### src/rtl/asmtok_pkg.sv
// asmtok_pkg: types and character constants of the assembly line tokenizer.
// No dependencies; imported by every module of the block.
package asmtok_pkg;

  localparam int CHAR_W    = 8;
  localparam int DEPTH_W   = 8;
  localparam int NUMBER_W  = 4;
  localparam int COUNT_W   = 5;
  // Token counter is widened to this before slicing the output fields.
  localparam int CNT_EXT_W = 6;

  localparam logic [CHAR_W-1:0] CH_NUL    = 8'h00;
  localparam logic [CHAR_W-1:0] CH_TAB    = 8'h09;
  localparam logic [CHAR_W-1:0] CH_LF     = 8'h0A;
  localparam logic [CHAR_W-1:0] CH_CR     = 8'h0D;
  localparam logic [CHAR_W-1:0] CH_SPACE  = 8'h20;
  localparam logic [CHAR_W-1:0] CH_QUOTE  = 8'h22;
  localparam logic [CHAR_W-1:0] CH_HASH   = 8'h23;
  localparam logic [CHAR_W-1:0] CH_COMMA  = 8'h2C;
  localparam logic [CHAR_W-1:0] CH_SEMI   = 8'h3B;
  localparam logic [CHAR_W-1:0] CH_LBRACK = 8'h5B;
  localparam logic [CHAR_W-1:0] CH_BSLASH = 8'h5C;
  localparam logic [CHAR_W-1:0] CH_RBRACK = 8'h5D;

  typedef enum logic [2:0] {
    MODE_BETWEEN = 3'd0,
    MODE_PLAIN   = 3'd1,
    MODE_QUOTE   = 3'd2,
    MODE_QESC    = 3'd3,
    MODE_BRACKET = 3'd4,
    MODE_TERM    = 3'd5,
    MODE_DONE    = 3'd6
  } scan_mode_t;

  typedef enum logic [2:0] {
    ROLE_SEP   = 3'd0,
    ROLE_START = 3'd1,
    ROLE_BODY  = 3'd2,
    ROLE_TERM  = 3'd3,
    ROLE_IGN   = 3'd4
  } char_role_t;

  typedef struct packed {
    logic is_nul;
    logic is_sep;
    logic is_comment;
    logic is_newline;
    logic is_quote;
    logic is_escape;
    logic is_open;
    logic is_close;
  } char_class_t;

  typedef struct packed {
    char_role_t          role;
    logic [NUMBER_W-1:0] token_number;
    logic                line_error;
    logic [COUNT_W-1:0]  token_count;
    logic                line_end;
  } result_t;

endpackage

### src/rtl/asmtok_classify.sv
// asmtok_classify: decodes one source character into class flags.
// Depends on asmtok_pkg.
module asmtok_classify import asmtok_pkg::*; (
  input  logic [CHAR_W-1:0] char_in,
  output char_class_t       cls
);

  always_comb begin
    cls.is_nul     = (char_in == CH_NUL);
    cls.is_sep     = (char_in == CH_SPACE) || (char_in == CH_TAB) || (char_in == CH_COMMA);
    cls.is_comment = (char_in == CH_HASH) || (char_in == CH_SEMI);
    cls.is_newline = (char_in == CH_LF) || (char_in == CH_CR);
    cls.is_quote   = (char_in == CH_QUOTE);
    cls.is_escape  = (char_in == CH_BSLASH);
    cls.is_open    = (char_in == CH_LBRACK);
    cls.is_close   = (char_in == CH_RBRACK);
  end

endmodule

### src/rtl/asmtok_scan.sv
// asmtok_scan: line scan state (mode, bracket depth, token count, error)
// and the per-character role decision. Depends on asmtok_pkg.
module asmtok_scan import asmtok_pkg::*; #(
  parameter int MAX_TOKENS = 16,
  parameter int DEPTH_MAX  = 255
) (
  input  logic        clk,
  input  logic        rst,
  input  logic        advance,
  input  char_class_t cls,
  input  logic        line_last,
  output result_t     result
);

  localparam int TOK_W = $clog2(MAX_TOKENS + 1);

  scan_mode_t         mode, mode_next;
  logic [DEPTH_W-1:0] depth, depth_next;
  logic [TOK_W-1:0]   tokens, tokens_next;
  logic               error, error_next;
  char_role_t         role;
  logic [CNT_EXT_W-1:0] tokens_ext;
  logic [CNT_EXT_W-1:0] number_ext;

  always_comb begin
    mode_next   = mode;
    depth_next  = depth;
    tokens_next = tokens;
    error_next  = error;
    role        = ROLE_IGN;
    if (cls.is_nul) begin
      mode_next = MODE_DONE;
    end else begin
      unique case (mode)
        MODE_BETWEEN: begin
          if (cls.is_sep) begin
            role = ROLE_SEP;
          end else if (cls.is_comment || cls.is_newline) begin
            mode_next = MODE_DONE;
          end else if (tokens >= TOK_W'(MAX_TOKENS)) begin
            // token limit hit: flag and stop the line
            error_next = 1'b1;
            mode_next  = MODE_DONE;
          end else begin
            role        = ROLE_START;
            tokens_next = tokens + TOK_W'(1);
            if (cls.is_quote) begin
              mode_next = MODE_QUOTE;
            end else if (cls.is_open) begin
              depth_next = DEPTH_W'(1);
              mode_next  = MODE_BRACKET;
            end else begin
              mode_next = MODE_PLAIN;
            end
          end
        end
        MODE_PLAIN: begin
          role = ROLE_TERM;
          if (cls.is_sep || cls.is_newline) begin
            mode_next = MODE_BETWEEN;
          end else if (cls.is_comment) begin
            mode_next = MODE_DONE;
          end else begin
            role = ROLE_BODY;
          end
        end
        MODE_QUOTE: begin
          role = ROLE_BODY;
          if (cls.is_quote) begin
            mode_next = MODE_TERM;
          end else if (cls.is_escape) begin
            mode_next = MODE_QESC;
          end
        end
        MODE_QESC: begin
          role      = ROLE_BODY;
          mode_next = MODE_QUOTE;
        end
        MODE_BRACKET: begin
          role = ROLE_BODY;
          if (cls.is_open) begin
            if (depth < DEPTH_W'(DEPTH_MAX)) begin
              depth_next = depth + DEPTH_W'(1);
            end
          end else if (cls.is_close) begin
            if (depth != '0) begin
              depth_next = depth - DEPTH_W'(1);
            end
            if (depth_next == '0) begin
              mode_next = MODE_TERM;
            end
          end
        end
        MODE_TERM: begin
          role      = ROLE_TERM;
          mode_next = MODE_BETWEEN;
        end
        default: begin
          mode_next = MODE_DONE;
        end
      endcase
    end
  end

  // outputs use the counter after this character
  assign tokens_ext = CNT_EXT_W'(tokens_next);
  assign number_ext = tokens_ext - CNT_EXT_W'(1);

  always_comb begin
    result.role        = role;
    result.line_error  = error_next;
    result.token_count = tokens_ext[COUNT_W-1:0];
    result.line_end    = line_last;
    if (role == ROLE_START || role == ROLE_BODY || role == ROLE_TERM) begin
      result.token_number = number_ext[NUMBER_W-1:0];
    end else begin
      result.token_number = '0;
    end
  end

  always_ff @(posedge clk) begin
    if (rst) begin
      mode   <= MODE_BETWEEN;
      depth  <= '0;
      tokens <= '0;
      error  <= 1'b0;
    end else if (advance) begin
      if (line_last) begin
        mode   <= MODE_BETWEEN;
        depth  <= '0;
        tokens <= '0;
        error  <= 1'b0;
      end else begin
        mode   <= mode_next;
        depth  <= depth_next;
        tokens <= tokens_next;
        error  <= error_next;
      end
    end
  end

`ifndef NO_ASSERTIONS
  a_tokens_bounded: assert property (@(posedge clk) disable iff (rst)
    tokens <= TOK_W'(MAX_TOKENS))
    else $error("token counter beyond limit");

  a_error_stops_scan: assert property (@(posedge clk) disable iff (rst)
    error |-> mode == MODE_DONE)
    else $error("error flag set while scan still running");

  a_bracket_depth_live: assert property (@(posedge clk) disable iff (rst)
    mode == MODE_BRACKET |-> depth != '0)
    else $error("bracket mode with zero depth");

  a_line_clears: assert property (@(posedge clk) disable iff (rst)
    advance && line_last |=> tokens == '0 && !error && mode == MODE_BETWEEN)
    else $error("state not cleared after last character");
`endif

endmodule

### src/rtl/assembly_line_tokenizer.sv
// assembly_line_tokenizer: top level; input register, character decode,
// scan state and result register. Depends on asmtok_pkg, asmtok_classify, asmtok_scan.
//
//   channel  handshake              request fields
//   input    in_valid / in_stall    char_in, line_last
//   output   out_valid / out_stall  char_role, token_number, line_error, token_count, line_end
//
// One character per cycle sustained while out_stall is low; a character goes from
// input request to result through the input register, then the result register.
// The scan state updates as a character moves into the result register,
// so consecutive characters of a line follow back to back.
// rst is synchronous and clears both stage valids and the scan state.
// A stall on the output holds the result; the input register keeps
// accepting while the result register is free or draining.
module assembly_line_tokenizer import asmtok_pkg::*; #(
  parameter int MAX_TOKENS = 16,
  parameter int DEPTH_MAX  = 255
) (
  input  logic                clk,
  input  logic                rst,
  input  logic                in_valid,
  output logic                in_stall,
  input  logic [CHAR_W-1:0]   char_in,
  input  logic                line_last,
  output logic                out_valid,
  input  logic                out_stall,
  output logic [2:0]          char_role,
  output logic [NUMBER_W-1:0] token_number,
  output logic                line_error,
  output logic [COUNT_W-1:0]  token_count,
  output logic                line_end
);

  char_class_t in_cls;
  char_class_t s1_cls;
  logic        s1_last;
  logic        s1_valid;
  logic        advance;
  logic        accept;
  result_t     scan_res;
  result_t     res;

  // decode before the input register keeps the scan path short
  asmtok_classify u_classify (
    .char_in (char_in),
    .cls     (in_cls)
  );

  // stage 1 moves on when the result register is empty or draining
  assign advance  = s1_valid && (!out_valid || !out_stall);
  assign in_stall = s1_valid && !advance;
  assign accept   = in_valid && !in_stall;

  always_ff @(posedge clk) begin
    if (rst) begin
      s1_valid <= 1'b0;
    end else if (accept) begin
      s1_valid <= 1'b1;
    end else if (advance) begin
      s1_valid <= 1'b0;
    end
  end

  always_ff @(posedge clk) begin
    if (accept) begin
      s1_cls  <= in_cls;
      s1_last <= line_last;
    end
  end

  asmtok_scan #(
    .MAX_TOKENS (MAX_TOKENS),
    .DEPTH_MAX  (DEPTH_MAX)
  ) u_scan (
    .clk       (clk),
    .rst       (rst),
    .advance   (advance),
    .cls       (s1_cls),
    .line_last (s1_last),
    .result    (scan_res)
  );

  // result register
  always_ff @(posedge clk) begin
    if (rst) begin
      out_valid <= 1'b0;
    end else if (advance) begin
      out_valid <= 1'b1;
    end else if (!out_stall) begin
      out_valid <= 1'b0;
    end
  end

  always_ff @(posedge clk) begin
    if (advance) begin
      res <= scan_res;
    end
  end

  assign char_role    = res.role;
  assign token_number = res.token_number;
  assign line_error   = res.line_error;
  assign token_count  = res.token_count;
  assign line_end     = res.line_end;

`ifndef NO_ASSERTIONS
  a_number_zero_off_token: assert property (@(posedge clk) disable iff (rst)
    out_valid && (res.role == ROLE_SEP || res.role == ROLE_IGN) |-> token_number == '0)
    else $error("token number set on a non-token character");

  a_stall_blocks_input: assert property (@(posedge clk) disable iff (rst)
    s1_valid && out_valid && out_stall |-> in_stall && !advance)
    else $error("input taken while both stages are held");

  a_start_counts: assert property (@(posedge clk) disable iff (rst)
    out_valid && res.role == ROLE_START |-> token_count != '0 || MAX_TOKENS == 32)
    else $error("token start without a counted token");
`endif

endmodule
### config.mk
export PLATFORM = sky130hd
export DESIGN_NAME = assembly_line_tokenizer
export DESIGN_NICKNAME = d
export VERILOG_FILES = /design/src/rtl/asmtok_pkg.sv /design/src/rtl/asmtok_classify.sv /design/src/rtl/asmtok_scan.sv /design/src/rtl/assembly_line_tokenizer.sv
export SDC_FILE = /design/constraint.sdc
export NUM_CORES = 1
export LEC_CHECK = 0
export ABC_AREA = 1
export ABC_CLOCK_PERIOD_IN_PS = 4300
export BUFFER_PORTS_ARGS = -buffer_cell sky130_fd_sc_hd__clkbuf_2
export CORE_ASPECT_RATIO = 2
export CORE_UTILIZATION = 55
export CTS_BUF_LIST = sky130_fd_sc_hd__clkbuf_4 sky130_fd_sc_hd__clkbuf_8
export CTS_CLUSTER_SIZE = 40
export DETAILED_ROUTE_END_ITERATION = 8
export PLACE_DENSITY_LB_ADDON = 0.05
export SLEW_MARGIN = 20
export SYNTH_ARGS = -nofsm -noshare
export SYNTH_HDL_FRONTEND = slang
export SYNTH_HIERARCHICAL = 1
export SYNTH_SLANG_ARGS = --single-unit
### constraint.sdc
create_clock -name clk -period 4.3 [get_ports clk]
set_input_delay 0.43 -clock clk [delete_from_list [all_inputs] [get_ports clk]]
set_output_delay 0.43 -clock clk [all_outputs]
set_load 0.05 [all_outputs]
==> impl_metrics.py, run 1 <==
metrics = {
    "synthesis": {
        "synth_warnings": 6,
        "synth.distinct_cells": 41,
        "synth_area_sq_um": 2680,
        "synth_top_family_by_area": "simple AND/OR/NAND/NOR gates",
        "yosys.area_share.simple": 0.343,
        "synth_compound_area_frac": 0.113,
        "synth_seq_cells": 42,
        "synthArstFlopShare": 0,
        "ys_seq_area_frac": 0.399,
        "synthesis.nets": 385,
        "synth_fa_ha_area_frac": 0.0280,
        "synth-edff-count": 23,
        "synthCells": 366,
        "synthMuxAreaShare": 0,
        "syn_avg_cell_area_sq_um": 7.33,
        "synth_xor_area_frac": 0.0163,
        "synth_ff_type": "edfxtp_1",
    },
    "clock_network": {
        "cts.repair.resized": 0,
        "cts_buffer_depth": 2,
        "cts_hold_buffers": 0,
        "tritoncts": "done",
        "numClockSinks": 42,
        "root_buffer": "clkbuf_8",
        "htreeDepth": 2,
        "cts_buffers": 5,
        "clkSlewWorstSetupHoldPaths_ps": 80,
        "post_cts_buffers": 0,
        "insertion_delay_ps": 290,
    },
    "worst_setup_path": {
        "end_kind": "flip-flop",
        "critPathMaxStageDelay_ps": 400,
        "crit_path_start_kind": "flip-flop",
        "cp_data_arrival_time_ps": 2140,
        "critPathSlowestCell": "xor2_1",
        "cp.required_ps": 4350,
        "worstPathMaxFanout": 8,
        "crit_type": "flip-flop to flip-flop",
        "crit_path_cell_trace": "inv_1 -> nand2_2 -> nor2_4 -> nand4_4 -> xor2_1 -> inv_1 -> ha_1 -> xor2_1 -> nor2_1",
    },
    "route": {
        "avgViaCountPerCell": 5.55,
        "wirelength_met1_um": 2260,
        "drt-pass1-iter-count": 4,
        "met3_length_um": 178,
        "wl_um": 6110,
        "vias": 2485,
        "wl_met2_um": 3340,
        "drt_iter0_drc": 75,
        "ant_nets": 0,
        "drc_errors": 0,
        "top_layer": "met4",
        "drt-wirelength-per-cell_um": 13.6,
    },
    "outcome": {
        "status": "complete, no violations",
    },
    "pwr": {
        "vdd_drop_max_v": 0.000237,
        "leakage_nw": 1.34,
        "p_per_area_nw_per_um2": 298,
    },
    "global_route": {
        "grtUsageTotal": 0.261,
        "overflow": 0,
        "grt_pass1_wl_um": 10100,
        "grt_max_degree": 18,
        "grt_pass1_vias": 2415,
        "antenna_found_initial": 0,
    },
    "sta": {
        "fin_crit_ps": 2090,
        "rsz0062_at_grt": "false",
        "hold_viol_final": 0,
        "timing.setup.tns_ps": 0,
        "fin_crit_sh": 0.486,
        "fmax_mhz": 479,
        "drv_slew": 0,
        "max_slew_margin": 0.667,
        "setup_violations": 0,
        "fin_skew_ps": 10.5,
        "worst_slew_pin_slew_ps": 499,
    },
    "floorplan": {
        "std_cell_rows": 35,
        "boundaryPins": 29,
        "die_area_sq_um": 5180,
        "die_h_um": 101,
        "start_util": 0.578,
        "core-area_sq_um": 4640,
        "die_w_um": 51.4,
    },
    "hold_path": {
        "min_path_type": "primary input to flip-flop",
    },
    "cells_and_area": {
        "drive_above_1_share": 0.168,
        "fin_util": 0.629,
        "diodes": 0,
        "syn_to_final_growth_pct": 8.96,
        "stdcell_count": 448,
        "n_fill_cell": 450,
        "nets": 411,
    },
    "flow_run": {
        "cap_viol_max_count": 0,
    },
    "placed_design": {
        "hpwl_um": 4850,
        "io_buffers": 28,
        "dp_cells": 440,
        "gp_congestion": 0.995,
    },
}
[path summary, 6_finish.rpt]
path | start | to | slack, ps | cells after the start
max reg2reg | s1_cls[5]$_DFFE_PP_ | token_number[2]$_DFFE_PP_ | 2210 | 9
max | s1_cls[5]$_DFFE_PP_ | token_number[2]$_DFFE_PP_ | 2210 | 9
min reg2reg | u_scan/error$_SDFFE_PP0P_ | u_scan/error$_SDFFE_PP0P_ | 500 | 2
min | line_last | s1_last$_DFFE_PP_ | 310 | 1
[cell families (layout without fill, tap and decap cells)]
logic type                 Yosys count  in the layout
buffers and inverters               63             90
DFF                                 42             42
AOI/OAI and AO/OA                   52             52
adders and majority gates            6              6
xor gates and xnor gates             5              5
and+or+nand+nor                    198            198
[registers in the layout, indices dropped and copies added (netlist names)]
| name | count |
|---|---|
| char_role | 3 |
| s1_valid | 1 |
| u_scan/mode | 3 |
| out_valid | 1 |
| u_scan/tokens | 5 |
| line_end | 1 |
| token_count | 5 |
| u_scan/depth | 8 |
| s1_last | 1 |
| s1_cls | 8 |
| u_scan/error | 1 |
| token_number | 4 |
| line_error | 1 |
[area by class of cell]
cell class | instances | area, sq um | share of cell area
clock buffers | 6 | 76.3 | 0.0261
well taps | 55 | 68.8 | 0.0236
repair buffers | 29 | 148 | 0.0505
multi-input cells | 261 | 1340 | 0.460
flip-flops and latches | 42 | 1070 | 0.367
clock inverters | 2 | 13.8 | 0.00471
inverters | 53 | 201 | 0.0690
[report_power, final]
| part | switching [mW] | internal [mW] | total [mW] |
|---|---|---|---|
| Sequential | 0.0136 | 0.441 | 0.455 |
| Clock | 0.134 | 0.121 | 0.255 |
| Combinational | 0.114 | 0.0461 | 0.160 |
[synth_stat cells, types with 2 or more instances]
cell	n	area, sq um
nand4_1	5	31.3
edfxtp_1	23	691
nand2_4	2	22.5
ha_1	6	75.1
a211oi_1	2	15.0
o21ai_2	3	26.3
o211ai_1	2	15.0
a31oi_1	3	18.8
clkbuf_1	3	11.3
a21oi_2	2	17.5
buf_4	3	22.5
o21ai_0	15	75.1
buf_2	2	10.0
nor2_1	40	150
nor3_1	6	30.0
buf_6	2	22.5
nor2_2	4	25.0
nand2_1	95	357
nand2_2	6	37.5
a21oi_1	20	100
nand3_1	31	155
xor2_1	5	43.8
dfxtp_1	19	380
inv_1	46	173
inv_2	5	18.8
[layer usage]
metal / up-vias / GRT usage
met1: 1143 / 0.235
met4: 0 / 0.170
met5: - / 0
li1: 1237 / -
met2: 75 / 0.497
met3: 30 / 0.0483
[layout by cell type, fill, tap and decap left out, drive strengths merged]
master and n:
nor4 1, nor3 6, xor2 5, nor3b 1
dfxtp 19, buf 1, nand2 103, edfxtp 23
o31ai 1, ha 6, nand4 6, nand3 32
a22oi 1, clkbuf 34, a211oi 2, nor2 46
o21a 1, o21ai 19, and2b 1, a21oi 22
nand3b 1, or2 1, a41oi 1, o211ai 2
a31oi 3, inv 52, clkinv 3
[worst max-delay path, delay by kind of cell, from the launching register on]
kind                     cells  cell delay, ps
adder cells (fa/ha/maj)      1             210
flip-flops                   1             360
buffers and inverters        2             230
XOR/XNOR                     2             550
AND/OR/NAND/NOR              4             500
[metrics by stage]
| stage | setup slack (ps) | area, sq um | power [mW] | hold slack [ps] |
|---|---|---|---|---|
| 2_1_floorplan | 1840 | 2680 | 0.583 | 447 |
| 4_1_cts | 2210 | 2920 | 0.876 | 308 |
| 3_5_place_dp | 2220 | 2830 | 0.623 | 482 |
| 6_report | 2210 | 2920 | 0.870 | 313 |
| 3_3_place_gp | 2270 | 2830 | 0.623 | 476 |
| 5_1_grt | 2030 | 2920 | 0.910 | 298 |
Power figures use the tool's default switching activity.
==> run 2: changes to the inputs <==
ABC_CLOCK_PERIOD_IN_PS = 2200   (was 4300)
clock period = 2.2 ns   (was 4.3 ns; I/O delays follow)
==> run 2 against run 1 <==
Effect of this change: clock skew shrank 3.7 ps; worst setup slack worse by 1900 ps; combinational power is 99% higher; utilization is 0.57 points higher; maximum frequency is 9.7% higher; sequential share of layout area is 0.33 points lower; global-route usage decreased by 0.50 points; clock-buffer cell count did not move; sequential power increased by 95%; wire length down 0.80%; via count shrank 1.4%; highest routed layer unchanged.
==> impl_metrics.py, run 2 (synthesized netlist as in run 1, its figures left out) <==
metrics = {
    "route": {
        "drt_iter0_drc": 54,
        "drc_errors": 0,
        "ant_nets": 0,
        "vias": 2449,
        "drt-wirelength-per-cell_um": 13.4,
        "drt-pass1-iter-count": 5,
        "wl_um": 6060,
        "wirelength_met1_um": 2160,
        "top_layer": "met4",
        "avgViaCountPerCell": 5.43,
        "wl_met2_um": 3440,
        "met3_length_um": 173,
    },
    "cells_and_area": {
        "nets": 414,
        "stdcell_count": 451,
        "top_regs": "s1_cls x8, u_scan/depth x8",
        "syn_to_final_growth_pct": 9.94,
        "final_cell_mix": "95 x nand2_1, 46 x inv_1, 40 x nor2_1",
        "diodes": 0,
        "drive_above_1_share": 0.177,
        "fin_area_sq_um": 2950,
        "final_common_cell": "nand2_1",
        "n_fill_cell": 447,
    },
    "global_route": {
        "antenna_found_initial": 0,
        "grtUsageTotal": 0.256,
        "grt_pass1_vias": 2339,
        "grt_pass1_wl_um": 9970,
        "overflow": 0,
        "grt_max_degree": 18,
    },
    "pwr": {
        "swShare": 0.297,
        "leakage_nw": 1.36,
        "p_per_area_nw_per_um2": 575,
        "power_mw": 1.70,
        "vdd_drop_max_v": 0.000570,
        "p_seq_frac": 0.523,
        "p_clk_frac": 0.288,
        "combPwrFrac": 0.188,
        "p_int_mw": 1.19,
        "switching_power_mw": 0.503,
    },
    "worst_setup_path": {
        "crit_top_cell": "nand2_1",
        "critPathMaxStageDelay_ps": 370,
        "crit_path_cell_trace": "inv_1 -> ha_1 -> nor3b_4 -> nand2_2 -> nand3_1 -> nand2_1 -> nor2_1 -> nand2_1 -> nand2_2 -> nand3_1 -> nand2_1 -> nor2_1",
        "crit_type": "flip-flop to flip-flop",
        "end_kind": "flip-flop",
        "cp.required_ps": 2380,
        "critPathSlowestCell": "dfxtp_1",
        "cp_data_arrival_time_ps": 2090,
        "crit_path_start_kind": "flip-flop",
        "worstPathMaxFanout": 8,
    },
    "floorplan": {
        "die_w_um": 51.4,
        "boundaryPins": 29,
        "std_cell_rows": 35,
        "die_area_sq_um": 5180,
        "start_util": 0.578,
        "core-area_sq_um": 4640,
        "die_h_um": 101,
    },
    "sta": {
        "fin_crit_sh": 0.866,
        "holdWs_ps": 110,
        "max_slew_margin": 0.677,
        "worst_slew_pin_slew_ps": 484,
        "fin_crit_ps": 1900,
        "fmax_mhz": 525,
        "drv_slew": 0,
        "hold_viol_final": 0,
        "setup_violations": 0,
        "rsz0062_at_grt": "false",
        "fin_skew_ps": 6.85,
        "timing.setup.tns_ps": 0,
    },
    "clock_network": {
        "post_cts_buffers": 0,
        "htreeDepth": 2,
        "numClockSinks": 42,
        "cts_buffers": 5,
        "tritoncts": "done",
        "cts.repair.resized": 0,
        "clkSlewWorstSetupHoldPaths_ps": 70,
        "cts_buffer_depth": 2,
        "root_buffer": "clkbuf_8",
        "insertion_delay_ps": 290,
        "cts_hold_buffers": 0,
    },
    "placed_design": {
        "placed_cell_area_sq_um": 2860,
        "hpwl_um": 4760,
        "gp_congestion": 0.878,
        "io_buffers": 28,
        "dp_cells": 443,
    },
    "hold_path": {
        "min_path_type": "primary input to flip-flop",
    },
    "flow_run": {
        "cap_viol_max_count": 0,
    },
    "outcome": {
        "status": "complete, no violations",
    },
}
## run 2: changes by cell type in the layout (fill, tap and decap cells not counted), sizes merged
cell / delta
buf: +3
## run 2: metrics by stage
stage,worst slack [ps],util
after floorplan,94.6,-
after global routing,104,0.635
after detailed placement,308,0.616
after CTS,294,0.635
after global placement,397,0.616
final,296,0.635
## run 2: final timing paths
| path | start | to | slack (ps) | cells after the start |
|---|---|---|---|---|
| setup / recovery | u_scan/depth[0]$_SDFFE_PP0P_ | u_scan/mode[0]$_SDFFE_PP0P_ | 300 | 12 |
| hold / removal | line_last | s1_last$_DFFE_PP_ | 110 | 1 |
| setup reg to reg | u_scan/depth[0]$_SDFFE_PP0P_ | u_scan/mode[0]$_SDFFE_PP0P_ | 300 | 12 |
| hold reg to reg | u_scan/error$_SDFFE_PP0P_ | u_scan/error$_SDFFE_PP0P_ | 490 | 2 |
## run 2: cell type report
type                    count  area, sq um  area share
clock buffers               6         76.3      0.0259
clock inverters             2         13.8     0.00467
inverters                  53          201      0.0683
multi-input cells         261         1350       0.457
flip-flops and latches     42         1070       0.363
well taps                  55         68.8      0.0233
repair buffers             32          170      0.0577
## run 2: metal layers
metal  track usage  vias to the layer above
met5             0                        -
met4         0.146                        0
met3        0.0347                       23
met2         0.493                       73
met1         0.244                     1100
li1              -                     1253
## run 2: worst max-delay path, delay by kind of cell (launching register included)
| kind | cells | cell delay (ps) |
|---|---|---|
| fa+ha+maj | 1 | 160 |
| flops | 1 | 370 |
| simple gates | 10 | 1130 |
| buf+inv | 1 | 150 |
## run 2: power groups by stage
stage	Sequential (mW)	Combinational [mW]	Clock (mW)
after floorplan	0.950	0.190	0
after global placement	0.905	0.314	0
after detailed placement	0.906	0.317	0
after CTS	0.888	0.318	0.504
after global routing	0.891	0.354	0.529
final	0.887	0.319	0.489
==> run 3: changes to the inputs <==
PLACE_DENSITY = 0.8   (was unset)
PLACE_DENSITY_LB_ADDON = unset   (was 0.05)
==> run 3 against run 2 <==
Effect of this change: die area unchanged; sequential power is essentially flat; global-route usage increased by 1.0 points; worst setup slack worse by 11 ps; register-to-register slack about the same.
==> impl_metrics.py, run 3 (synthesized netlist as in run 1, its figures left out) <==
metrics = {
    "worst_setup_path": {
        "worstPathMaxFanout": 8,
        "crit_type": "flip-flop to flip-flop",
        "r2r_slack_ps": 280,
        "critPathSlowestCell": "dfxtp_1",
        "crit_path_cell_trace": "inv_1 -> ha_1 -> nor3b_4 -> nand2_2 -> nand3_1 -> nand2_1 -> nor2_1 -> nand2_1 -> nand2_2 -> nand3_1 -> nand2_1 -> nor2_1",
        "cp_num_buf_inv": 1,
        "crit_family": "simple AND/OR/NAND/NOR gates",
        "end_kind": "flip-flop",
        "crit_path_start_kind": "flip-flop",
        "cp_data_arrival_time_ps": 2110,
        "critPathMaxStageDelay_ps": 360,
        "crit_top_cell": "nand2_1",
        "cp.required_ps": 2400,
    },
    "sta": {
        "fmax_mhz": 522,
        "max_slew_margin": 0.623,
        "fin_crit_sh": 0.871,
        "drv_slew": 0,
        "fin_skew_ps": 6.64,
        "hold_viol_final": 0,
        "rsz0062_at_grt": "false",
        "setup_violations": 0,
        "timing.setup.tns_ps": 0,
        "worst_slew_pin_slew_ps": 560,
        "fin_crit_ps": 1920,
        "holdWs_ps": 108,
    },
    "outcome": {
        "status": "complete, no violations",
    },
    "global_route": {
        "grt_pass1_vias": 2371,
        "grtUsageTotal": 0.266,
        "grt_pass1_wl_um": 10200,
        "grt_max_degree": 18,
        "antenna_found_initial": 0,
        "overflow": 0,
    },
    "route": {
        "avgViaCountPerCell": 5.38,
        "drc_errors": 0,
        "drt_iter0_drc": 77,
        "drt-pass1-iter-count": 4,
        "drt-wirelength-per-cell_um": 13.5,
        "vias": 2427,
        "wl_um": 6110,
        "ant_nets": 0,
    },
    "clock_network": {
        "clkSlewWorstSetupHoldPaths_ps": 80,
        "cts_buffers": 5,
        "post_cts_buffers": 0,
        "htreeDepth": 2,
        "cts_buffer_depth": 2,
        "root_buffer": "clkbuf_8",
        "cts_hold_buffers": 0,
        "insertion_delay_ps": 300,
        "numClockSinks": 42,
        "tritoncts": "done",
        "cts.repair.resized": 0,
    },
    "cells_and_area": {
        "final_common_cell": "nand2_1",
        "final_cell_mix": "95 x nand2_1, 46 x inv_1, 40 x nor2_1",
        "drive_above_1_share": 0.177,
        "stdcell_count": 451,
        "nets": 414,
        "syn_to_final_growth_pct": 11.0,
        "diodes": 0,
        "top_regs": "s1_cls x8, u_scan/depth x8",
    },
    "pwr": {
        "combPwrFrac": 0.176,
        "swShare": 0.293,
        "vdd_drop_max_v": 0.000403,
        "p_clk_frac": 0.343,
        "p_per_area_nw_per_um2": 619,
        "switching_power_mw": 0.540,
        "p_int_mw": 1.30,
        "p_seq_frac": 0.481,
        "leakage_nw": 1.37,
    },
    "floorplan": {
        "die_h_um": 101,
        "std_cell_rows": 35,
        "boundaryPins": 29,
        "die_w_um": 51.4,
        "start_util": 0.578,
        "die_area_sq_um": 5180,
        "core-area_sq_um": 4640,
    },
    "flow_run": {
        "cap_viol_max_count": 0,
    },
    "placed_design": {
        "gp_congestion": 0.988,
        "dp_cells": 443,
        "io_buffers": 28,
        "hpwl_um": 4910,
    },
    "hold_path": {
        "min_path_type": "primary input to flip-flop",
    },
}
==> run 3: cell count changes in the layout (fill, tap and decap cells not counted), sizes merged <==
cell / delta
clkinv: -2
bufinv: +1
clkbuf: -1
clkinvlp: +1
inv: +1
==> run 3: worst paths after layout <==
path / depth (start not counted) / from / end
worst min-delay path: 1 / line_last / s1_last$_DFFE_PP_
worst max register to register: 12 / u_scan/depth[0]$_SDFFE_PP0P_ / u_scan/mode[2]$_SDFFE_PP0P_
worst min register to register: 2 / u_scan/error$_SDFFE_PP0P_ / u_scan/error$_SDFFE_PP0P_
worst max-delay path: 12 / u_scan/depth[0]$_SDFFE_PP0P_ / u_scan/mode[2]$_SDFFE_PP0P_
==> run 3: layer usage <==
metal	routed length (um)	GRT usage	vias up
li1	-	-	1249
met1	2090	0.242	1081
met2	3470	0.515	72
met3	237	0.0347	25
met4	314	0.170	0
met5	0	0	-
==> run 3: power by group through the flow <==
| stage | combinational (mW) | clock [mW] | sequential (mW) |
|---|---|---|---|
| final | 0.324 | 0.632 | 0.886 |
| after global placement | 0.318 | 0 | 0.903 |
| after CTS | 0.323 | 0.649 | 0.886 |
| after detailed placement | 0.322 | 0 | 0.905 |
| after global routing | 0.357 | 0.671 | 0.890 |
| after floorplan | 0.190 | 0 | 0.950 |
==> run 3: worst register-to-register path: stages, from the launching register on <==
cell	delay, ps
dfxtp_1	360
inv_1	150
ha_1	170
nor3b_4	220
nand2_2	160
nand3_1	130
nand2_1	60
nor2_1	140
nand2_1	90
nand2_2	120
nand3_1	100
nand2_1	90
nor2_1	40
==> run 3: layout make-up <==
type	count	area, sq um
flip-flops and latches	42	1070
clock buffers	5	68.8
inverters	53	201
multi-input cells	261	1350
well taps	55	68.8
clock inverters	3	48.8
repair buffers	32	170
fillers	428	1670
==> run 3: per-stage QoR <==
step / util / area, sq um / setup slack [ps] / total power, mW
after floorplan: - / 2690 / 94.6 / 1.14
after global placement: 0.616 / 2860 / 397 / 1.22
after detailed placement: 0.616 / 2860 / 340 / 1.23
after CTS: 0.641 / 2980 / 311 / 1.86
after global routing: 0.641 / 2980 / 47.8 / 1.92
final: 0.641 / 2980 / 284 / 1.84
